## config.mk

```make
export PLATFORM = sky130hd
export DESIGN_NAME = pse_ram
export DESIGN_NICKNAME = d
export VERILOG_FILES = /design/src/rtl/core/pse_ram.sv
export SDC_FILE = /design/constraint.sdc
export NUM_CORES = 1
export LEC_CHECK = 0
export BUFFER_PORTS_ARGS = -buffer_cell sky130_fd_sc_hd__buf_2
export CORE_AREA = 3 3 131 146
export DETAILED_ROUTE_END_ITERATION = 6
export DIE_AREA = 0 0 134 149
export PLACE_DENSITY = 0.79
export RECOVER_POWER = 100
export SLEW_MARGIN = 40
export SYNTH_ARGS = -nofsm -noshare
export SYNTH_HDL_FRONTEND = slang
export SYNTH_SLANG_ARGS = --single-unit
```

## constraint.sdc

```tcl
create_clock -name clk -period 5 [get_ports clk]
set_input_delay 0.75 -clock clk [delete_from_list [all_inputs] [get_ports clk]]
set_output_delay 0.75 -clock clk [all_outputs]
set_load 0.005 [all_outputs]
```

## src/rtl/core/pse_ram.sv

```systemverilog
`timescale 1ns / 1ps
`default_nettype none

module pse_ram #(
    parameter  int DW    = 1,
    parameter  int DEPTH = 256,
    localparam int AW    = $clog2(DEPTH)
) (
    input  wire logic          clk,
    input  wire logic          we,
    input  wire logic [AW-1:0] waddr,
    input  wire logic [DW-1:0] wdata,
    input  wire logic [AW-1:0] raddr,
    output logic      [DW-1:0] rdata
);

    logic [DW-1:0] mem [DEPTH];

    always_ff @(posedge clk)
    begin
        if (we)
        begin
            mem[waddr] <= wdata;
        end
        rdata <= mem[raddr];
    end

endmodule

`default_nettype wire

```

# After elaboration in Yosys (flattened, before gate mapping)
# Memory sizes are Yosys's and may differ from the RTL's. A register that Yosys moved wholly into a read port is not among the register bits.
# Index checks and enable logic that the tools add are counted.
# Widths: inputs -> output; s select.
# word_totals
regBits	0
mem_bits_rw	256
inputBits	19
output_inout_bits	1
elab_cells	3
mem_count	1
# memory_table
name	depth	word_bits	read_ports	rd_ports_with_merged_regs	wr	line_no	text
mem	256	1	1	1	1	17	logic [DW-1:0] mem [DEPTH];
# op_classes
mux	2
# ops
op	n
$mux 1	2

# Logic depth before layout (Yosys ltp)
# Gate-level depths: netlist of the first run.
# logic_depth
depth_word	2
ltp_mapped	10
mapped_depth_nobuf	6

# Worst setup path after synthesis of the first run
# No wires, ideal clock.
# synth_timing
path_kind	input -> register
startpoint	input port raddr[0]
endpoint	register rdata, read port of mem
setup_ns	0.129
arrival_ns	2.396
t_required_ns	4.871
setup_slack_ns	2.475
stages	8
path_buffers	2
cell_sequence	buf_6 > buf_6 > mux4_2 > mux4_2 > mux2i_1 > o22ai_1 > a21oi_1 > a22oi_1
# synth_rtl
item	line_no	text
start: declaration	13	input wire logic [AW-1:0] raddr,
end: declaration	14	output logic [DW-1:0] rdata

==> flow_metrics.py, run 1 <==
metrics = {
    "synth": {
        "synth_area_leaders": "edfxtp_1, nor2_1, mux4_2",
        "synthCells": 788,
        "synth_edf_count": 256,
        "synth_seq_cells": 257,
        "ys.flop_type": "edfxtp_1",
        "async_flop_share_pct": 0,
        "ys_types": 35,
        "synth-seq-area-share_pct": 69.3,
        "syn-num-nets": 807,
        "synth.most_common_cell": "nor2_1",
        "synth.top_cell.area_share_pct": 69.1,
        "synth_common_cells": "nor2_1, edfxtp_1, mux2i_1, mux4_2, clkbuf_1",
        "synth_top_cell_by_area": "edfxtp_1",
        "yosysWarnings": 0,
        "syn_avg_cell_area_sq_um": 14.1,
        "syn_area_sq_um": 11100,
    },
    "sta": {
        "rsz0062_at_grt": "false",
        "tns_ns": 0,
        "finalHoldViolCount": 0,
        "fin_crit_sh_pct": 63.5,
        "fmax_mhz": 315,
        "skew_ns": 0.00961,
        "maxSlewViolCount": 60,
        "finalWorstSetupSlack_ns": 1.83,
        "slew_headroom_pct": -39.6,
        "setup_viol_count_final": 0,
        "whs_ns": 0.687,
        "worst_pin_slew_ns": 2.09,
        "layout_min_cycle_time_ns": 3.17,
    },
    "detailed_routing": {
        "ant_nets": 0,
        "drc": 0,
        "routed_wirelength_mm": 24.2,
        "num_vias": 6728,
        "drt-initial-drc-count": 749,
        "drtPass1Iterations": 7,
        "drt-wirelength-per-cell_microns": 23.3,
        "via_per_inst": 6.48,
    },
    "floorplanning": {
        "start_util_pct": 63.0,
        "rows": 51,
        "num_io_pins": 20,
        "die_w_microns": 134,
        "die_y_microns": 149,
        "core-area_sq_um": 17700,
        "die-area_sq_um": 20000,
    },
    "critical_path": {
        "worst-path-max-fanout": 36,
        "max_stage_delay_ns": 0.93,
        "crit_buf_inv": 1,
        "critPathLaunchType": "input pin",
        "required_ns": 5.43,
        "path_delay_family": "compound AO/OA/AOI/OAI gates",
        "arrival_ns": 3.60,
        "crit_type": "in -> reg",
        "crit_slowest_cell": "clkbuf_2",
        "end_kind": "flip-flop",
        "crit_chain": "clkbuf_2, nand3b_1, o21ai_0, nor3_1, a2111oi_0, a311oi_1, a22oi_1",
    },
    "placed_design": {
        "portBuffers": 19,
        "dpl.hpwl_mm": 14.1,
        "placed_cells": 992,
        "place_congestion": 0.860,
        "pre_cts_ws_ns": 1.77,
    },
    "power_and_ir_drop": {
        "p_leak_uw": 0.00370,
        "finalPower_uw": 4490,
        "p_per_area_nw_per_um2": 370,
        "vdd_drop_max_uv": 354,
    },
    "outcome": {
        "violations": "capacitance limit, slew limit",
        "status": "finished with violations",
    },
    "clocking": {
        "htree_num_levels": 1,
        "cts_resized": 0,
        "postCtsHoldBufs": 0,
        "cts-root-buf": "clkbuf_16",
        "clk_pin_slew_ns": 0.06,
        "post_cts_buffers": 0,
        "cts_tree": "done",
        "cts.path.max_buffers": 3,
        "cts_sinks": 257,
        "clk_latency_ns": 0.52,
        "cts_inserted_buffers": 25,
    },
    "final_layout": {
        "antenna_cells": 0,
        "finalNetCount": 801,
        "fillCellCount": 1211,
        "area_delta_synth_final_pct": 9.05,
        "finalNonFillerCells": 1038,
        "drive_above_1_share_pct": 12.4,
    },
    "grt": {
        "grt_pass1_vias": 6726,
        "grt_pass1_wl_mm": 37.7,
        "track_usage_pct": 24.8,
        "grt_max_degree": 199,
        "grt-ovfl-total": 0,
        "antenna_found_initial": 0,
    },
    "min_path": {
        "hold_path.class": "in -> reg",
    },
    "flow_run": {
        "drv_cap": 1,
    },
}
==> stage by stage <==
stage | area (sq um) | util [%]
6_report | 12100 | 68.7
3_5_place_dp | 11300 | 64.0
2_1_floorplan | 11100 | -
5_1_grt | 12100 | 68.7
4_1_cts | 12100 | 68.6
3_3_place_gp | 11300 | 63.8
==> final timing paths <==
kind                            depth (start not counted)  slack, ns     start  endpoint
worst max-delay path                                    7       1.83  raddr[0]     rdata
worst min-delay path                                    3       0.69  raddr[7]     rdata
worst max register to register                          6       2.94  mem[193]     rdata
worst min register to register                          6       1.05  mem[182]     rdata
==> worst reg2reg max path, stage by stage, from the launching register on <==
cell and delay (ns):
edfxtp_1 0.37, mux4_2 0.49, mux4_2 0.48, mux2i_1 0.14, o22ai_1 0.12, a21oi_1 0.22
a22oi_1 0.10
==> where the power goes <==
part | internal [uW] | switching [uW]
Clock | 1130 | 760
Combinational | 75.9 | 150
Sequential | 2370 | 2.26
Total | 3580 | 912
==> sequential cells by signal (all words and copies together), names as in the netlist <==
register,cells
mem,256
rdata,1
==> layout by cell type (no fill, tap or decap), types with 8 or more instances in the layout <==
cell type and count:
nand2_1 23, nor2b_1 8, a22oi_1 8, clkbuf_1 14, mux4_2 42, buf_2 12, o22ai_1 23, edfxtp_1 256
nand3_1 11, clkbuf_16 25, nor2_1 267, mux2i_1 51
==> routing by layer <==
metal	vias up	track usage [%]	routed length [microns]
met1	3354	34.4	8930
met5	-	0	0
met2	411	42.1	12100
met3	58	3.71	2540
met4	0	6.43	606
li1	2905	-	-
==> kinds of logic after synthesis <==
kind of cell / count (synthesis) / synth area share, %
compound gates: 50 / 3.11
buf+inv: 57 / 2.50
flops: 257 / 69.3
mux: 94 / 13.2
simple gates: 330 / 11.9
==> layout make-up <==
| cell class | count | area [sq um] | area share, % |
|---|---|---|---|
| sequential | 257 | 7710 | 63.5 |
| clock inverter | 11 | 161 | 1.33 |
| inverter | 1 | 3.75 | 0.0309 |
| multi-input combinational | 474 | 3150 | 26.0 |
| tap | 238 | 298 | 2.45 |
| clock buffer | 34 | 659 | 5.43 |
| timing repair buffer | 23 | 153 | 1.26 |
Power figures use the tool's default switching activity.
==> run 2, diff against run 1 <==
CORE_AREA = 3 3 132 147   (was 3 3 131 146)
DIE_AREA = 0 0 135 150   (was 0 0 134 149)
PLACE_DENSITY = 0.78   (was 0.79)
clock period = 3.1 ns   (was 5 ns; I/O delays follow)
==> run 2 against run 1 <==
- the flow finishes with violations (slew limit)
- die area rose by 1.4%
- count of clock-buffer cells in the layout fell by 6
- first-iteration DRC count rose by 19%
- critical path depth rose by 1
- clock power rose by 60%
- total power rose by 61%
- final area rose by 0.51%
- routed wire length rose by 2.7%
- core utilization fell by 1.5 points
- sequential share of layout area fell by 0.32 points
- sequential cell count did not move
- clock skew fell by 0.0045 ns
==> flow_metrics.py, run 2 (synthesis results as in run 1) <==
metrics = {
    "power_and_ir_drop": {
        "switching_share_pct": 20.5,
        "p_leak_uw": 0.00375,
        "vdd_drop_max_uv": 495,
        "pwr-share-comb_pct": 5.1,
        "p_switching_uw": 1480,
        "finalPower_uw": 7240,
        "p_clk_share_pct": 41.9,
        "internal_power_uw": 5760,
        "seqPwrFrac_pct": 53.0,
        "p_per_area_nw_per_um2": 594,
    },
    "critical_path": {
        "crit_top_cell": "buf_4",
        "crit_slowest_cell": "a2111oi_0",
        "path_delay_family": "compound AO/OA/AOI/OAI gates",
        "max_stage_delay_ns": 0.43,
        "required_ns": 3.54,
        "critPathLaunchType": "input pin",
        "crit_cells": 8,
        "crit_type": "in -> reg",
        "r2r_cells": 6,
        "crit_buf_inv": 2,
        "arrival_ns": 2.74,
        "worst-path-max-fanout": 31,
        "end_kind": "flip-flop",
        "crit_chain": "buf_4, buf_4, nand3_1, o22ai_1, nor4_1, a2111oi_0, a311oi_1, a22oi_1",
    },
    "clocking": {
        "clk_latency_ns": 0.51,
        "clk_pin_slew_ns": 0.06,
        "cts-root-buf": "clkbuf_16",
        "cts_sinks": 257,
        "cts.path.max_buffers": 3,
        "cts_inserted_buffers": 25,
        "post_cts_buffers": 0,
        "htree_num_levels": 1,
        "cts_resized": 0,
        "cts_tree": "done",
        "postCtsHoldBufs": 0,
    },
    "outcome": {
        "violations": "slew limit",
        "status": "finished with violations",
    },
    "floorplanning": {
        "core-area_sq_um": 18200,
        "die_y_microns": 150,
        "num_io_pins": 20,
        "die-area_sq_um": 20300,
        "die_w_microns": 135,
        "rows": 52,
        "start_util_pct": 61.3,
    },
    "min_path": {
        "hold_path.class": "in -> reg",
        "hold_path_depth": 3,
    },
    "final_layout": {
        "area_delta_synth_final_pct": 9.60,
        "antenna_cells": 0,
        "fillCellCount": 1212,
        "largest-register": "mem",
        "finalNetCount": 813,
        "mostFrequentLayoutCells": "nor2_1, edfxtp_1, mux2i_1",
        "largestRegisters": "mem: 256 flops, rdata: 1 flops",
        "final_util_pct": 67.2,
        "drive_above_1_share_pct": 13.1,
        "largest_reg_flops": 256,
        "final_common_cell": "nor2_1",
    },
    "detailed_routing": {
        "ant_nets": 0,
        "drc": 0,
        "drt-wirelength-per-cell_microns": 23.5,
        "drtPass1Iterations": 5,
        "drt-initial-drc-count": 892,
        "routed_wirelength_mm": 24.8,
        "via_per_inst": 6.44,
        "num_vias": 6788,
    },
    "sta": {
        "slew_headroom_pct": -0.234,
        "whs_ns": 0.349,
        "skew_ns": 0.00515,
        "fin_crit_sh_pct": 74.3,
        "layout_min_cycle_time_ns": 2.30,
        "finalWorstSetupSlack_ns": 0.797,
        "finalHoldViolCount": 0,
        "setup_viol_count_final": 0,
        "worst_pin_slew_ns": 1.50,
        "fmax_mhz": 434,
        "rsz0062_at_grt": "false",
        "maxSlewViolCount": 65,
        "tns_ns": 0,
    },
    "placed_design": {
        "pre_cts_ws_ns": 0.326,
        "portBuffers": 19,
        "place_congestion": 0.879,
        "dpl.hpwl_mm": 14.9,
    },
    "grt": {
        "grt-ovfl-total": 0,
        "track_usage_pct": 25.1,
        "grt_pass1_wl_mm": 38.6,
        "grt_max_degree": 159,
        "grt_pass1_vias": 6892,
        "antenna_found_initial": 0,
    },
    "flow_run": {
        "drv_cap": 0,
    },
}
-- run 2: routing by layer --
layer,vias to the layer above,track usage (%),wire length (microns)
met1,3467,33.2,9190
met5,-,0,0
met3,74,4.07,2100
met4,0,8.87,952
li1,2924,-,-
met2,323,42.9,12600
-- run 2: layout make-up --
cell class                      count  area (sq um)  area share [%]
Timing Repair Buffer               35           219            1.80
Multi-Input combinational cell    474          3150            25.8
Tap cell                          243           304            2.49
Sequential cell                   257          7710            63.2
Clock buffer                       28           637            5.22
Clock inverter                     16           175            1.44
Inverter                            1          3.75          0.0308
-- run 2: final timing paths --
| check | startpoint | end | slack [ns] |
|---|---|---|---|
| worst max-delay path | raddr[1] | rdata | 0.80 |
| worst min register to register | mem[183] | rdata | 0.95 |
| worst max register to register | mem[223] | rdata | 0.95 |
| worst min-delay path | raddr[7] | rdata | 0.35 |
-- run 2: worst reg2reg max path, stage by stage, from the launching register on --
cell	delay, ns
edfxtp_1	0.37
mux4_2	0.46
mux4_2	0.48
mux2i_1	0.29
o22ai_1	0.16
a21oi_1	0.19
a22oi_1	0.08
-- run 2: per-stage QoR --
step	cell area (sq um)	cells
finish	12200	1054
global route	12200	1054
CTS	12200	1054
global placement	11400	1010
detailed placement	11400	1010
floorplan	11100	788
-- run 2: power by group through the flow --
stage / registers [uW] / clock network [uW] / logic (uW)
after detailed placement: 3910 / 0 / 370
final: 3830 / 3030 / 372
after floorplan: 3910 / 0 / 227
after global placement: 3910 / 0 / 357
after global routing: 3830 / 3190 / 396
after CTS: 3830 / 3040 / 373
==> run 3, diff against run 2 <==
clock period = 2.33 ns   (was 3.1 ns; I/O delays follow)
==> run 3 against run 2 <==
- the run now ends clean
- sequential power grew 33%
- routed wire length grew 1.2%
- register-to-register slack lost 0.74 ns
- final area grew 1.7%
- hold slack lost 0.061 ns
- core utilization grew 1.1 points
- critical path depth shrank 2
- sequential share of layout area shrank 1.1 points
- via count grew 1.8%
- sequential cell count is the same
- clock skew grew 0.0020 ns
- die area is the same
- highest routed layer is now met5
==> flow_metrics.py, run 3 (synthesis results as in run 1) <==
metrics = {
    "power_and_ir_drop": {
        "vdd_drop_max_uv": 695,
        "p_per_area_nw_per_um2": 753,
        "finalPower_uw": 9350,
        "p_leak_uw": 0.00387,
    },
    "final_layout": {
        "area_delta_synth_final_pct": 11.5,
        "antenna_cells": 0,
        "ff_latch_area_sq_um": 7710,
        "largest_reg_flops": 256,
        "largestRegisters": "mem: 256 flops, rdata: 1 flops",
        "final_common_cell": "nor2_1",
        "mostFrequentLayoutCells": "nor2_1, edfxtp_1, mux2i_1",
        "drive_above_1_share_pct": 15.0,
        "fillCellCount": 1236,
        "finalNetCount": 857,
        "multi_input_area_sq_um": 3140,
        "finalNonFillerCells": 1099,
        "largest-register": "mem",
    },
    "clocking": {
        "clk_latency_ns": 0.52,
        "cts-root-buf": "clkbuf_16",
        "postCtsHoldBufs": 0,
        "cts_resized": 0,
        "post_cts_buffers": 0,
        "htree_num_levels": 1,
        "cts.path.max_buffers": 3,
        "cts_tree": "done",
        "clk_pin_slew_ns": 0.06,
        "cts_inserted_buffers": 25,
        "cts_sinks": 257,
    },
    "critical_path": {
        "crit_chain": "mux4_2, mux4_2, mux2i_1, o22ai_1, a21oi_1, a22oi_1",
        "crit_top_cell": "mux4_2",
        "worst-path-max-fanout": 1,
        "crit_buf_inv": 0,
        "critPathLaunchType": "flip-flop",
        "crit_type": "reg -> reg",
        "end_kind": "flip-flop",
        "arrival_ns": 2.50,
        "crit_slowest_cell": "mux4_2",
        "path_delay_family": "multiplexers",
        "max_stage_delay_ns": 0.48,
        "required_ns": 2.71,
    },
    "placed_design": {
        "pre_cts_ws_ns": -0.195,
        "portBuffers": 19,
        "placed_cells": 1054,
        "place_congestion": 0.843,
        "dpl.hpwl_mm": 15.7,
    },
    "grt": {
        "grt_max_degree": 85,
        "antenna_found_initial": 0,
        "grt-ovfl-total": 0,
        "track_usage_pct": 25.6,
        "grt_pass1_vias": 7017,
        "grt_pass1_wl_mm": 39.0,
    },
    "floorplanning": {
        "die-area_sq_um": 20300,
        "rows": 52,
        "num_io_pins": 20,
        "core-area_sq_um": 18200,
        "die_y_microns": 150,
        "start_util_pct": 61.3,
        "die_w_microns": 135,
    },
    "detailed_routing": {
        "drt-initial-drc-count": 957,
        "num_vias": 6910,
        "drt-wirelength-per-cell_microns": 22.9,
        "drc": 0,
        "drtPass1Iterations": 6,
        "via_per_inst": 6.29,
        "ant_nets": 0,
        "routed_wirelength_mm": 25.1,
    },
    "sta": {
        "fmax_mhz": 472,
        "finalHoldViolCount": 0,
        "finalWorstSetupSlack_ns": 0.211,
        "worst_pin_slew_ns": 1.40,
        "slew_headroom_pct": 6.93,
        "rsz0062_at_grt": "false",
        "skew_ns": 0.00712,
        "layout_min_cycle_time_ns": 2.12,
        "maxSlewViolCount": 0,
        "setup_viol_count_final": 0,
        "fin_crit_sh_pct": 90.9,
    },
    "flow_run": {
        "drv_cap": 0,
    },
    "outcome": {
        "status": "finished, final reports clean",
    },
    "min_path": {
        "hold_path.class": "in -> reg",
    },
}
-- run 3: cell count changes in the layout (fill, tap and decap cells not counted), sizes merged --
cell    delta
buf       +22
bufinv     -3
clkbuf    +21
clkinv     +5
-- run 3: metal layers --
metal | share of wire [%] | GRT usage [%] | vias up
met5 | 0.25 | 2.02 | -
met4 | 3.8 | 10.7 | 2
met3 | 11 | 4.71 | 70
met2 | 50 | 41.4 | 412
met1 | 36 | 34.6 | 3413
li1 | - | - | 3013
-- run 3: worst register-to-register path: stages, from the launching register on --
cell and delay [ns]:
edfxtp_1 0.38, mux4_2 0.48, mux4_2 0.47, mux2i_1 0.22, o22ai_1 0.13, a21oi_1 0.20, a22oi_1 0.10
-- run 3: cell type report --
type                    count  area share, %
repair buffers             79           4.07
clock inverters            18          0.868
multi-input cells         474           25.3
clock buffers              27           5.10
well taps                 243           2.45
inverters                   1         0.0303
flip-flops and latches    257           62.1
-- run 3: path summary, 6_finish.rpt --
check / slack (ns) / to / cells after the start / from
setup / recovery: 0.21 / rdata / 6 / mem[199]
hold / removal: 0.29 / rdata / 3 / raddr[7]
setup reg to reg: 0.21 / rdata / 6 / mem[199]
hold reg to reg: 1.02 / rdata / 6 / mem[188]
-- run 3: power by group --
part	switching, uW	leakage (uW)	internal [uW]
clock	1650	0.000369	2060
combinational	332	0.00119	196
sequential	3.86	0.00231	5100
-- run 3: stage by stage --
step	hold slack (ns)	cell area [sq um]	setup TNS, ns	util [%]
5_1_grt	0.294	12400	0	68.3
2_1_floorplan	0.448	11100	0	-
4_1_cts	0.258	12500	0	69.0
3_3_place_gp	0.750	11800	-0.126	65.0
3_5_place_dp	0.764	11800	-0.195	65.0
6_report	0.289	12400	0	68.3
