<file path="src/rtl/core/pse_pkg.sv">
`timescale 1ns / 1ps
`default_nettype none

package pse_pkg;

    localparam int FIRST_PRIME = 2;

    localparam logic STATUS_OK    = 1'b0;
    localparam logic STATUS_RANGE = 1'b1;

    typedef enum logic
    {
        CMD_RUN  = 1'b0,
        CMD_READ = 1'b1
    } cmd_t;

    typedef logic [15:0] limit_t;
    typedef logic [12:0] index_t;
    typedef logic [13:0] count_t;
    typedef logic [15:0] value_t;

    typedef struct packed
    {
        cmd_t   command;
        limit_t limit;
        index_t index;
    } req_t;

    typedef struct packed
    {
        logic   status;
        count_t prime_count;
        value_t prime_value;
    } rsp_t;

    typedef enum logic [2:0]
    {
        ST_IDLE,
        ST_CLEAR,
        ST_CHK_RD,
        ST_CHK_TEST,
        ST_MARK,
        ST_CHK_NEXT,
        ST_COLLECT,
        ST_READ
    } state_t;

endpackage

`default_nettype wire

</file>
<file path="src/rtl/core/pse_seq.sv">
`timescale 1ns / 1ps
`default_nettype none

module pse_seq #(
    parameter  int LIMIT_CAP  = 65535,
    parameter  int MAX_PRIMES = 8192,
    localparam int VW         = $clog2(LIMIT_CAP + 1),
    localparam int PW         = $clog2(MAX_PRIMES)
) (
    input  wire logic            clk,
    input  wire logic            rst_n,
    input  wire logic            start,
    output logic                 busy,
    input  wire pse_pkg::req_t   request,
    output logic                 done,
    output pse_pkg::rsp_t        response,
    output logic                 mark_we,
    output logic      [VW-1:0]   mark_waddr,
    output logic                 mark_wdata,
    output logic      [VW-1:0]   mark_raddr,
    input  wire logic            mark_rdata,
    output logic                 list_we,
    output logic      [PW-1:0]   list_waddr,
    output logic      [VW-1:0]   list_wdata,
    output logic      [PW-1:0]   list_raddr,
    input  wire logic [VW-1:0]   list_rdata
);

    pse_pkg::state_t state_reg, state_next;
    logic [VW-1:0]   lim_reg, lim_next;
    logic [VW:0]     v_reg, v_next;
    logic [VW:0]     sq_reg, sq_next;
    logic [VW:0]     m_reg, m_next;
    logic [PW:0]     n_reg, n_next;
    logic [PW:0]     count_reg, count_next;
    logic [VW-1:0]   pv_reg, pv_next;
    logic            pv_valid_reg, pv_valid_next;
    pse_pkg::index_t idx_reg, idx_next;
    logic            done_reg, done_next;
    pse_pkg::rsp_t   rsp_reg, rsp_next;

    logic            accept;
    logic [VW-1:0]   clamp_lim;
    logic            small_lim;
    logic [VW:0]     lim_ext;
    logic            v_at_lim, v_in, sq_in, m_in, n_room, hit, out_of_range;
    logic [VW:0]     add_a, add_b, sum;

    assign accept       = start && !busy;
    assign clamp_lim    = (32'(request.limit) > LIMIT_CAP) ? VW'(LIMIT_CAP)
                                                           : VW'(request.limit);
    assign small_lim    = clamp_lim < VW'(pse_pkg::FIRST_PRIME);
    assign lim_ext      = {1'b0, lim_reg};
    assign v_at_lim     = v_reg == lim_ext;
    assign v_in         = v_reg <= lim_ext;
    assign sq_in        = sq_reg <= lim_ext;
    assign m_in         = m_reg <= lim_ext;
    assign n_room       = n_reg < (PW+1)'(MAX_PRIMES);
    assign hit          = pv_valid_reg && !mark_rdata && n_room;
    assign sum          = add_a + add_b;
    assign out_of_range = (32'(idx_reg) >= 32'(count_reg)) || (32'(idx_reg) >= MAX_PRIMES);
    assign done         = done_reg;
    assign response     = rsp_reg;

    always_comb
    begin
        state_next = state_reg;
        case (state_reg)
            pse_pkg::ST_IDLE:
            begin
                if (accept)
                begin
                    if (request.command == pse_pkg::CMD_READ)
                    begin
                        state_next = pse_pkg::ST_READ;
                    end
                    else if (!small_lim)
                    begin
                        state_next = pse_pkg::ST_CLEAR;
                    end
                end
            end
            pse_pkg::ST_CLEAR:
            begin
                if (v_at_lim)
                begin
                    state_next = pse_pkg::ST_CHK_RD;
                end
            end
            pse_pkg::ST_CHK_RD:
            begin
                state_next = sq_in ? pse_pkg::ST_CHK_TEST : pse_pkg::ST_COLLECT;
            end
            pse_pkg::ST_CHK_TEST:
            begin
                state_next = mark_rdata ? pse_pkg::ST_CHK_NEXT : pse_pkg::ST_MARK;
            end
            pse_pkg::ST_MARK:
            begin
                if (!m_in)
                begin
                    state_next = pse_pkg::ST_CHK_NEXT;
                end
            end
            pse_pkg::ST_CHK_NEXT:
            begin
                state_next = pse_pkg::ST_CHK_RD;
            end
            pse_pkg::ST_COLLECT:
            begin
                if (!v_in && !pv_valid_reg)
                begin
                    state_next = pse_pkg::ST_IDLE;
                end
            end
            pse_pkg::ST_READ:
            begin
                state_next = pse_pkg::ST_IDLE;
            end
            default:
            begin
                state_next = pse_pkg::ST_IDLE;
            end
        endcase
    end

    // memory controls and shared adder operands
    always_comb
    begin
        busy       = state_reg != pse_pkg::ST_IDLE;
        mark_we    = 1'b0;
        mark_waddr = v_reg[VW-1:0];
        mark_wdata = 1'b0;
        mark_raddr = v_reg[VW-1:0];
        list_we    = 1'b0;
        list_waddr = n_reg[PW-1:0];
        list_wdata = pv_reg;
        list_raddr = PW'(request.index);
        add_a      = sq_reg;
        add_b      = {v_reg[VW-1:0], 1'b1};
        case (state_reg)
            pse_pkg::ST_CLEAR:
            begin
                mark_we = 1'b1;
            end
            pse_pkg::ST_MARK:
            begin
                mark_we    = m_in;
                mark_waddr = m_reg[VW-1:0];
                mark_wdata = 1'b1;
                add_a      = m_reg;
                add_b      = v_reg;
            end
            pse_pkg::ST_COLLECT:
            begin
                list_we = hit;
            end
            default:
            begin
                mark_we = 1'b0;
            end
        endcase
    end

    always_comb
    begin
        lim_next      = lim_reg;
        v_next        = v_reg;
        sq_next       = sq_reg;
        m_next        = m_reg;
        n_next        = n_reg;
        count_next    = count_reg;
        pv_next       = pv_reg;
        pv_valid_next = pv_valid_reg;
        idx_next      = idx_reg;
        done_next     = 1'b0;
        rsp_next      = rsp_reg;
        case (state_reg)
            pse_pkg::ST_IDLE:
            begin
                if (accept)
                begin
                    if (request.command == pse_pkg::CMD_READ)
                    begin
                        idx_next = request.index;
                    end
                    else
                    begin
                        lim_next = clamp_lim;
                        v_next   = (VW+1)'(pse_pkg::FIRST_PRIME);
                        if (small_lim)
                        begin
                            count_next           = '0;
                            done_next            = 1'b1;
                            rsp_next.status      = pse_pkg::STATUS_OK;
                            rsp_next.prime_count = '0;
                            rsp_next.prime_value = '0;
                        end
                    end
                end
            end
            pse_pkg::ST_CLEAR:
            begin
                if (v_at_lim)
                begin
                    v_next  = (VW+1)'(pse_pkg::FIRST_PRIME);
                    sq_next = (VW+1)'(pse_pkg::FIRST_PRIME * pse_pkg::FIRST_PRIME);
                end
                else
                begin
                    v_next = v_reg + 1'b1;
                end
            end
            pse_pkg::ST_CHK_RD:
            begin
                if (!sq_in)
                begin
                    v_next        = (VW+1)'(pse_pkg::FIRST_PRIME);
                    n_next        = '0;
                    pv_valid_next = 1'b0;
                end
            end
            pse_pkg::ST_CHK_TEST:
            begin
                m_next = sq_reg;
            end
            pse_pkg::ST_MARK:
            begin
                if (m_in)
                begin
                    m_next = sum;
                end
            end
            pse_pkg::ST_CHK_NEXT:
            begin
                sq_next = sum;
                v_next  = v_reg + 1'b1;
            end
            pse_pkg::ST_COLLECT:
            begin
                if (v_in)
                begin
                    pv_next       = v_reg[VW-1:0];
                    pv_valid_next = 1'b1;
                    v_next        = v_reg + 1'b1;
                end
                else
                begin
                    pv_valid_next = 1'b0;
                end
                if (hit)
                begin
                    n_next = n_reg + 1'b1;
                end
                if (!v_in && !pv_valid_reg)
                begin
                    count_next           = n_reg;
                    done_next            = 1'b1;
                    rsp_next.status      = pse_pkg::STATUS_OK;
                    rsp_next.prime_count = pse_pkg::count_t'(n_reg);
                    rsp_next.prime_value = '0;
                end
            end
            pse_pkg::ST_READ:
            begin
                done_next            = 1'b1;
                rsp_next.status      = out_of_range ? pse_pkg::STATUS_RANGE
                                                    : pse_pkg::STATUS_OK;
                rsp_next.prime_count = pse_pkg::count_t'(count_reg);
                rsp_next.prime_value = out_of_range ? '0 : pse_pkg::value_t'(list_rdata);
            end
            default:
            begin
                done_next = 1'b0;
            end
        endcase
    end

    always_ff @(posedge clk or negedge rst_n)
    begin
        if (!rst_n)
        begin
            state_reg    <= pse_pkg::ST_IDLE;
            count_reg    <= '0;
            pv_valid_reg <= 1'b0;
            done_reg     <= 1'b0;
        end
        else
        begin
            state_reg    <= state_next;
            count_reg    <= count_next;
            pv_valid_reg <= pv_valid_next;
            done_reg     <= done_next;
        end
    end

    always_ff @(posedge clk)
    begin
        lim_reg <= lim_next;
        v_reg   <= v_next;
        sq_reg  <= sq_next;
        m_reg   <= m_next;
        n_reg   <= n_next;
        pv_reg  <= pv_next;
        idx_reg <= idx_next;
        rsp_reg <= rsp_next;
    end

endmodule

`default_nettype wire

</file>
<file path="config.mk">
export PLATFORM = sky130hd
export DESIGN_NAME = pse_seq
export DESIGN_NICKNAME = d
export VERILOG_FILES = /design/src/rtl/core/pse_pkg.sv /design/src/rtl/core/pse_seq.sv
export SDC_FILE = /design/constraint.sdc
export NUM_CORES = 1
export LEC_CHECK = 0
export BUFFER_PORTS_ARGS = -buffer_cell sky130_fd_sc_hd__buf_2
export CORE_MARGIN = 10
export CORE_UTILIZATION = 30
export DETAILED_ROUTE_END_ITERATION = 7
export PLACE_DENSITY_LB_ADDON = 0.15
export SYNTH_ARGS = -nofsm -noshare
export SYNTH_HDL_FRONTEND = slang
export SYNTH_SLANG_ARGS = --single-unit
export TNS_END_PERCENT = 100
</file>
<file path="constraint.sdc">
create_clock -name clk -period 3.3 [get_ports clk]
set_input_delay 0.66 -clock clk [delete_from_list [all_inputs] [get_ports clk]]
set_output_delay 0.66 -clock clk [all_outputs]
set_load 0.02 [all_outputs]
</file>
== Word-level counts from Yosys, hierarchy flattened ==
Index checks and enable logic that the tools add are counted.

* Register bits: 160
* Input bits: 50
* Output and inout bits: 110
* Word-level logic and storage cells: 118

* Add/subtract/negate cells: 3
* Magnitude comparators: 6
* Eq/ne operators: 19
* Multiplexer cells: 48
* Bitwise gates (word level): 1
* Reduce and logical (&&, ||, !) cells: 27

{| class="wikitable"
|+ Operators with widths
! cell !! number
|-
| $mux W17 || 9
|-
| $mux W31 || 4
|-
| $pmux W31 S3 || 1
|-
| $pmux W17 S5 || 1
|-
| $mux W14 || 6
|-
| $pmux W17 S2 || 2
|-
| $pmux W14 S2 || 2
|-
| $le A17 B16 Y1 || 3
|-
| $mux W16 || 2
|-
| $pmux W3 S8 || 1
|-
| $mux W3 || 7
|-
| $ne A2 B2 Y1 const B || 10
|-
| $reduce_and A5 Y1 || 4
|-
| $add A17 B1 Y17 const B || 1
|-
| $add A17 B17 Y17 || 1
|-
| $eq A17 B16 Y1 || 1
|-
| $lt A16 B2 Y1 const B || 1
|-
| $add A14 B1 Y14 const B || 1
|-
| $ge A13 B14 Y1 || 1
|-
| $lt A14 B14 Y1 const B || 1
|-
| $eq A3 B3 Y1 const B || 4
|-
| $mux W1 || 10
|-
| $reduce_and A3 Y1 || 3
|-
| $reduce_and A2 Y1 || 4
|-
| other kinds (12) || 24
|}

== Longest topological paths before layout ==
Gate-level depths: netlist (run 1).

* Word-level depth: 5
* Gate-level depth with buffers: 15
* Mapped depth without buffers: 13

== Worst setup path after synthesis (run 1) ==
No wires, ideal clock.

* Path kind: register -> register
* Start: reg state_reg[0]
* End: reg sq_reg[16], data pin
* Library setup time: 0.135 ns
* Arrival time: 3.535 ns
* Data required time: 3.165 ns
* Slack: -0.370 ns
* Stages on the path, launching flop included: 15
* Path buffers: 2
* Period minus slack after synthesis: 3.670 ns
* Path through: dfrtp_1 clkbuf_1 inv_1 nand3_1 inv_2 buf_1 nand2_1 ha_1 fa_1 a211o_1 a21oi_1 o21ba_4 o21ai_2 or4_1 nand3_1

* Cells in the longest elaborated chain, start to end: 4
* Elaborated cells between the ends (all ways): 7
* Classes of those cells: add/sub: 1; eq/ne: 3; mux: 3

{| class="wikitable"
|+ Ends and longest elaborated chain
! what !! RTL line !! RTL
|-
| start, declared || pse_seq.sv:29 || <nowiki>pse_pkg::state_t state_reg, state_next;</nowiki>
|-
| start signal, assigned || pse_seq.sv:283 || <nowiki>state_reg <= pse_pkg::ST_IDLE;</nowiki>
|-
| start signal, assigned || pse_seq.sv:290 || <nowiki>state_reg <= state_next;</nowiki>
|-
| $eq A3 B3 Y1 || pse_seq.sv:141 || <nowiki>case (state_reg)</nowiki>
|-
| $mux W17 || pse_seq.sv:141 ||
|-
| $add A17 B17 Y17 || pse_seq.sv:60 || <nowiki>assign sum = add_a + add_b;</nowiki>
|-
| $pmux W17 S2 * || pse_seq.sv:178 || <nowiki>case (state_reg)</nowiki>
|-
| end signal, assigned || pse_seq.sv:301 || <nowiki>sq_reg <= sq_next;</nowiki>
|-
| end, declared || pse_seq.sv:32 || <nowiki>logic [VW:0] sq_reg, sq_next;</nowiki>
|}

Every way passes the cells marked *; elsewhere a longest branch is shown, timed or not.
A chain may end at the register's enable or synchronous reset.

== Worst setup path after layout (run 1) ==
* Start: reg m_reg[12]
* End: out mark_we

* Cells in the longest elaborated chain, start to end: 2

{| class="wikitable"
|+ Ends and longest elaborated chain
! what !! RTL line !! RTL
|-
| start, declared || pse_seq.sv:33 || <nowiki>logic [VW:0] m_reg, m_next;</nowiki>
|-
| start signal, assigned || pse_seq.sv:302 || <nowiki>m_reg <= m_next;</nowiki>
|-
| $le A17 B16 Y1 || pse_seq.sv:57 || <nowiki>assign m_in = m_reg <= lim_ext;</nowiki>
|-
| $pmux W1 S2 || pse_seq.sv:141 ||
|-
| end, declared || pse_seq.sv:17 || <nowiki>output logic mark_we,</nowiki>
|}

No other way between the ends.

==> impl_metrics.tcl, run 1 <==
set metrics [dict create \
    io_buffers 159 \
    wl_per_cell_um 18.8 \
    slew_violations 0 \
    p_per_area_nw_per_um2 1000 \
    rows 64 \
    end_kind "primary output" \
    fin_crit_sh 0.974 \
    firstDrtPassIters 5 \
    coreArea_um2 30700 \
    ys_ff_latch 160 \
    cts_buffer_depth 2 \
    fin_area_um2 11200 \
    clock.fmax_mhz 311 \
    ys_warn_count 0 \
    antenna_left 0 \
    holdCritPathClass "in2async" \
    synth_area_leaders "edfxtp_1, ha_1, nand2_1" \
    rsz0062_at_grt "true" \
    cts-htree-levels 4 \
    die_area_um2 38600 \
    synth_most_common_cell "nand2_1" \
    dp_hpwl_um 21400 \
    grt_pass1_wl_um 42100 \
    synth_top_area_frac 0.453 \
    cts-root-buf "clkbuf_16" \
    grt_pass1_vias 7200 \
    stdcell_count 1464 \
    ir_worst_vdd_uv 519 \
    seq_area_frac_synth 0.504 \
    top_layer "met4" \
    slew_headroom 0.578 \
    viasPerCell 4.87 \
    vias 7126 \
    crit_path_start "m_reg[12]" \
    drcViolationCount 0 \
    gp_congestion 0.844 \
    leakagePower_nw 4.81 \
    met1_length_um 13100 \
    cts.sinks 160 \
    wirelength_um 27500 \
    synth_cell_types 61 \
    skew_ns 0.0121 \
    netlist_area_um2 9350 \
    synth_nets 1030 \
    diodes 0 \
    syn_avg_cell_area_um2 10.4 \
    yosys-top-cells-count "nand2_1, edfxtp_1, ha_1, nor2_1, o21ai_0" \
    worstMarginPinSlew_ns 0.634 \
    clkTransAtPathRegs_ns 0.08 \
    critPathMaxFanout 3 \
    clk_latency_ns 0.44 \
    finalCriticalPeriod_ns 3.21 \
    dp_cells 1432 \
    die_h_um 197 \
    async_flop_share 0.119 \
    cts_tree "yes" \
    drive_gt1_frac 0.248 \
    largest_register_ffs 31 \
    met2_length_um 12500 \
    dr_wl_met3_um 1570 \
    overflow 0 \
    hold_ws_ns 0.169 \
    grtUsageTotal 0.140 \
    ys_dominant_reg_cell "edfxtp_1" \
    synthCells 900 \
    setup_viol 0 \
    post-cts-setup-buffers 0 \
    critPathRequiredTime_ns 2.64 \
    fillCellCount 3132 \
    ios 160 \
    cap_violations 0 \
    area_growth_pct 20.2 \
    synth_top_area_cell "edfxtp_1" \
    die_w_um 197 \
    drtIter0Drc 431 \
    placed_area_um2 10600 \
    antenna_found_initial 0 \
    rr_startpoint "state_reg[0]" \
    start_util 0.305 \
    nNetsFinal 1185 \
    synth_edf_count 141 \
    grt_max_degree 34 \
    hold_viol 0 \
    cts_made_buffers 17 \
    startpoint_type "flip-flop" \
    status "completed" \
    crit_type "reg2out" \
    arrival_ns 2.55 \
]
metal layers:
| metal | track usage | vias to the layer above |
|---|---|---|
| met5 | 0 | - |
| met4 | 0.0354 | 0 |
| met3 | 0.0295 | 19 |
| met2 | 0.220 | 181 |
| met1 | 0.191 | 3409 |
| li1 | - | 3517 |
layout by cell type, fill, tap and decap left out, types with 22 or more instances in the layout:
cell type,instances
nor2_1,62
a21oi_1,26
buf_2,158
nand2_1,152
buf_4,45
inv_1,38
nand3_1,36
xor2_1,22
o21ai_0,43
ha_1,79
edfxtp_1,141
cell families after synthesis:
logic type | after synthesis | synth area share
simple gates | 348 | 0.174
flops | 160 | 0.504
compound gates | 157 | 0.111
buf+inv | 114 | 0.0643
fa+ha+maj | 80 | 0.108
xor+xnor | 40 | 0.0375
mux | 1 | 0.00107
final timing paths:
kind / slack, ns / depth (start not counted) / end
worst max-delay path: 0.09 / 8 / mark_we
worst min-delay path: 0.17 / 1 / count_reg[7]
worst max register to register: 0.13 / 12 / sq_reg[16]
worst min register to register: 0.57 / 2 / count_reg[4]
max in group asynchronous: 2.79 / 1 / count_reg[1]
min in group clk: 0.40 / 1 / idx_reg[8]
worst max-delay path: stages, from the launching register on:
cell	delay, ns
edfxtp_1	0.44
ha_1	0.31
and3_1	0.20
a221o_1	0.34
nand3_1	0.14
a21oi_2	0.09
or2_2	0.32
o21ai_2	0.12
buf_6	0.16
cell type report:
cell class              count  area [um^2]  share of cell area
clock buffers              18          429              0.0382
clock inverters            14          149              0.0133
inverters                  45          174              0.0155
multi-input cells         626         4120               0.367
flip-flops and latches    160         4710               0.419
well taps                 396          495              0.0441
repair buffers            205         1160               0.103
timing repair:
item	in CTS	in global routing
pin swaps	0	2
resized for setup	7	15
hold buffers	0	0
endpoints found under the hold margin	0	0
endpoints found under the setup margin	1	12
metrics by stage:
| stage | TNS, ns | worst slack, ns | util | total power [W] |
|---|---|---|---|---|
| 2_1_floorplan | -0.0439 | -0.0392 | - | 0.00739 |
| 3_3_place_gp | 0 | 0.123 | 0.345 | 0.00928 |
| 3_5_place_dp | 0 | 0.0783 | 0.345 | 0.00928 |
| 4_1_cts | 0 | 0.00181 | 0.365 | 0.0113 |
| 5_1_grt | -0.0448 | -0.0263 | 0.366 | 0.0121 |
| 6_report | 0 | 0.0860 | 0.366 | 0.0113 |
power breakdown:
group / switching, W / leakage (nW) / internal [W] / total (W)
sequential: 0.000367 / 1.55 / 0.00300 / 0.00337
combinational: 0.00379 / 2.99 / 0.00217 / 0.00596
clock: 0.000932 / 0.272 / 0.00101 / 0.00194
Note: power is estimated with default switching activity, not from simulation.
==> inputs of run 2 (changes only) <==
Settings changed: ABC_AREA set to 1.
Clock period 3.3 ns to 3.2 ns, I/O delays scaled along.
==> impl_metrics.tcl, run 2 <==
set metrics [dict create \
    status "completed" \
    die_w_um 201 \
    synth_top_area_cell "edfxtp_1" \
    synth_cell_types 50 \
    firstDrtPassIters 5 \
    cts-htree-levels 4 \
    setup_viol 0 \
    clkTransAtPathRegs_ns 0.08 \
    drive_gt1_frac 0.197 \
    pwr-share-seq 0.507 \
    skew_ns 0.0135 \
    die_h_um 201 \
    arrival_ns 2.37 \
    async_flop_share 0.119 \
    slew_violations 0 \
    grt_pass1_wl_um 46800 \
    area_growth_pct 17.8 \
    final_common_cell "nand2_1" \
    synthCells 1116 \
    ys_warn_count 0 \
    grtUsageTotal 0.150 \
    vias 7851 \
    end_kind "primary output" \
    yosys-top-cells-count "nand2_1, edfxtp_1, inv_1, nor2_1, o21ai_0" \
    clk_latency_ns 0.45 \
    tns_ns 0 \
    worstMarginPinSlew_ns 0.813 \
    synth_top_area_frac 0.430 \
    seq_area_frac_synth 0.478 \
    pwr-share-clk 0.478 \
    critical_path.max_stage_delay_ns 0.42 \
    slew_headroom 0.458 \
    cts-root-buf "clkbuf_16" \
    drcViolationCount 0 \
    hold_viol 0 \
    syn_avg_cell_area_um2 8.83 \
    clock.fmax_mhz 332 \
    synth_nets 1246 \
    rows 66 \
    diodes 0 \
    hold_ws_ns 0.167 \
    cts.sinks 160 \
    gp_congestion 0.911 \
    synth_edf_count 141 \
    multi_input_area_um2 4210 \
    path_cells "inv_1 -> ha_1 -> nand2_1 -> inv_1 -> nand2_1 -> nand2_1 -> a21oi_1 -> nand3_1 -> nand2_1 -> nand2_1 -> o21ai_2 -> buf_4" \
    ys_dominant_reg_cell "edfxtp_1" \
    grt_pass1_vias 8004 \
    p_per_area_nw_per_um2 381 \
    nNetsFinal 1383 \
    start_util 0.304 \
    cts_made_buffers 17 \
    reg2reg_setup_slack_ns 0.28 \
    cap_violations 0 \
    antenna_left 0 \
    overflow 0 \
    power_switching_share 0.221 \
    p_int_w 0.00345 \
    antenna_found_initial 1 \
    p_sw_w 0.000979 \
    fillCellCount 3414 \
    most-common-layout-cells "nand2_1, buf_2, edfxtp_1" \
    wirelength_um 30200 \
    synth_area_leaders "edfxtp_1, ha_1, nand2_1" \
    wl_per_cell_um 17.7 \
    drtIter0Drc 446 \
    combPwrFrac 0.015 \
    die_area_um2 40500 \
    critPathMaxFanout 3 \
    ir_worst_vdd_uv 337 \
    ios 160 \
    rsz0062_at_grt "false" \
    holdCritPathClass "in2async" \
    cts_tree "yes" \
    grt_max_degree 49 \
    ys_ff_latch 160 \
    dp_hpwl_um 23700 \
    leakagePower_nw 5.20 \
    synth_most_common_cell "nand2_1" \
    final-seq-area_um2 4710 \
    fin_crit_sh 0.942 \
    viasPerCell 4.60 \
    io_buffers 159 \
    crit_slowest_cell "edfxtp_1" \
    startpoint_type "flip-flop" \
    cts_buffer_depth 2 \
    largest_register_ffs 31 \
    critPathRequiredTime_ns 2.56 \
    crit_top_cell "nand2_1" \
    netlist_area_um2 9850 \
    crit_type "reg2out" \
    coreArea_um2 32500 \
    finalCriticalPeriod_ns 3.01 \
]
## run 2: path summary, 6_finish.rpt
path,start,to,cells after the start
max,lim_reg[12],mark_we,12
min,rst_n,count_reg[2],1
max reg2reg,state_reg[1],m_reg[12],14
min reg2reg,count_reg[3],count_reg[3],2
max in group asynchronous,rst_n,count_reg[3],1
min in group clk,request[13],lim_reg[0],1
## run 2: power by group through the flow
stage / registers, W / logic (W) / clock network, W
floorplan: 0.00229 / 0.0000270 / 0
global route: 0.00224 / 0.0000717 / 0.00226
detailed placement: 0.00229 / 0.0000663 / 0
finish: 0.00224 / 0.0000645 / 0.00212
CTS: 0.00224 / 0.0000667 / 0.00219
global placement: 0.00229 / 0.0000656 / 0
## run 2: metal layers
metal | GRT usage | vias up | share of wire | wire length (um)
met4 | 0.0454 | 2 | 0.018 | 541
met1 | 0.204 | 3641 | 0.49 | 14900
li1 | - | 4003 | - | -
met5 | 0 | - | 0.00030 | 9
met2 | 0.229 | 183 | 0.44 | 13200
met3 | 0.0382 | 22 | 0.053 | 1610
## run 2: repair_timing
item	4_1_cts	5_1_grt
gates cloned	0	0
pin swaps	0	0
setup endpoints to repair	1	11
setup buffers	0	0
hold buffers	0	0
gates resized for setup	1	6
endpoints found under the hold margin	0	0
## run 2: cell type report
| type | count | share of cell area |
|---|---|---|
| Sequential cell | 160 | 0.406 |
| Tap cell | 442 | 0.0477 |
| Clock buffer | 17 | 0.0367 |
| Multi-Input combinational cell | 750 | 0.363 |
| Clock inverter | 15 | 0.0148 |
| Inverter | 143 | 0.0463 |
| Timing Repair Buffer | 181 | 0.0863 |
## run 2: metrics by stage
step           setup WS (ns)  cells  power, W  area [um^2]   util
4_1_cts               0.0407   1708   0.00450        11600  0.357
3_5_place_dp           0.163   1676   0.00236        11000  0.338
2_1_floorplan          0.146   1116   0.00232         9850      -
5_1_grt              0.00354   1708   0.00458        11600  0.358
3_3_place_gp           0.232   1676   0.00236        11000  0.338
6_report               0.187   1708   0.00443        11600  0.358
## run 2: logic make-up (layout without fill, tap and decap cells)
logic type	after synthesis	after routing	share of synthesized area
and+or+nand+nor	483	483	0.216
buffers and inverters	206	356	0.0974
AOI/OAI and AO/OA	173	173	0.0941
DFF	160	160	0.478
adders and majority gates	80	80	0.102
xor gates and xnor gates	14	14	0.0124
## run 2: critical path, delay by kind of cell, from the launching register on
family | cells | cell delay (ns)
AOI/OAI and AO/OA | 2 | 0.29
adders and majority gates | 1 | 0.26
buffers and inverters | 3 | 0.38
and+or+nand+nor | 6 | 0.60
DFF | 1 | 0.42
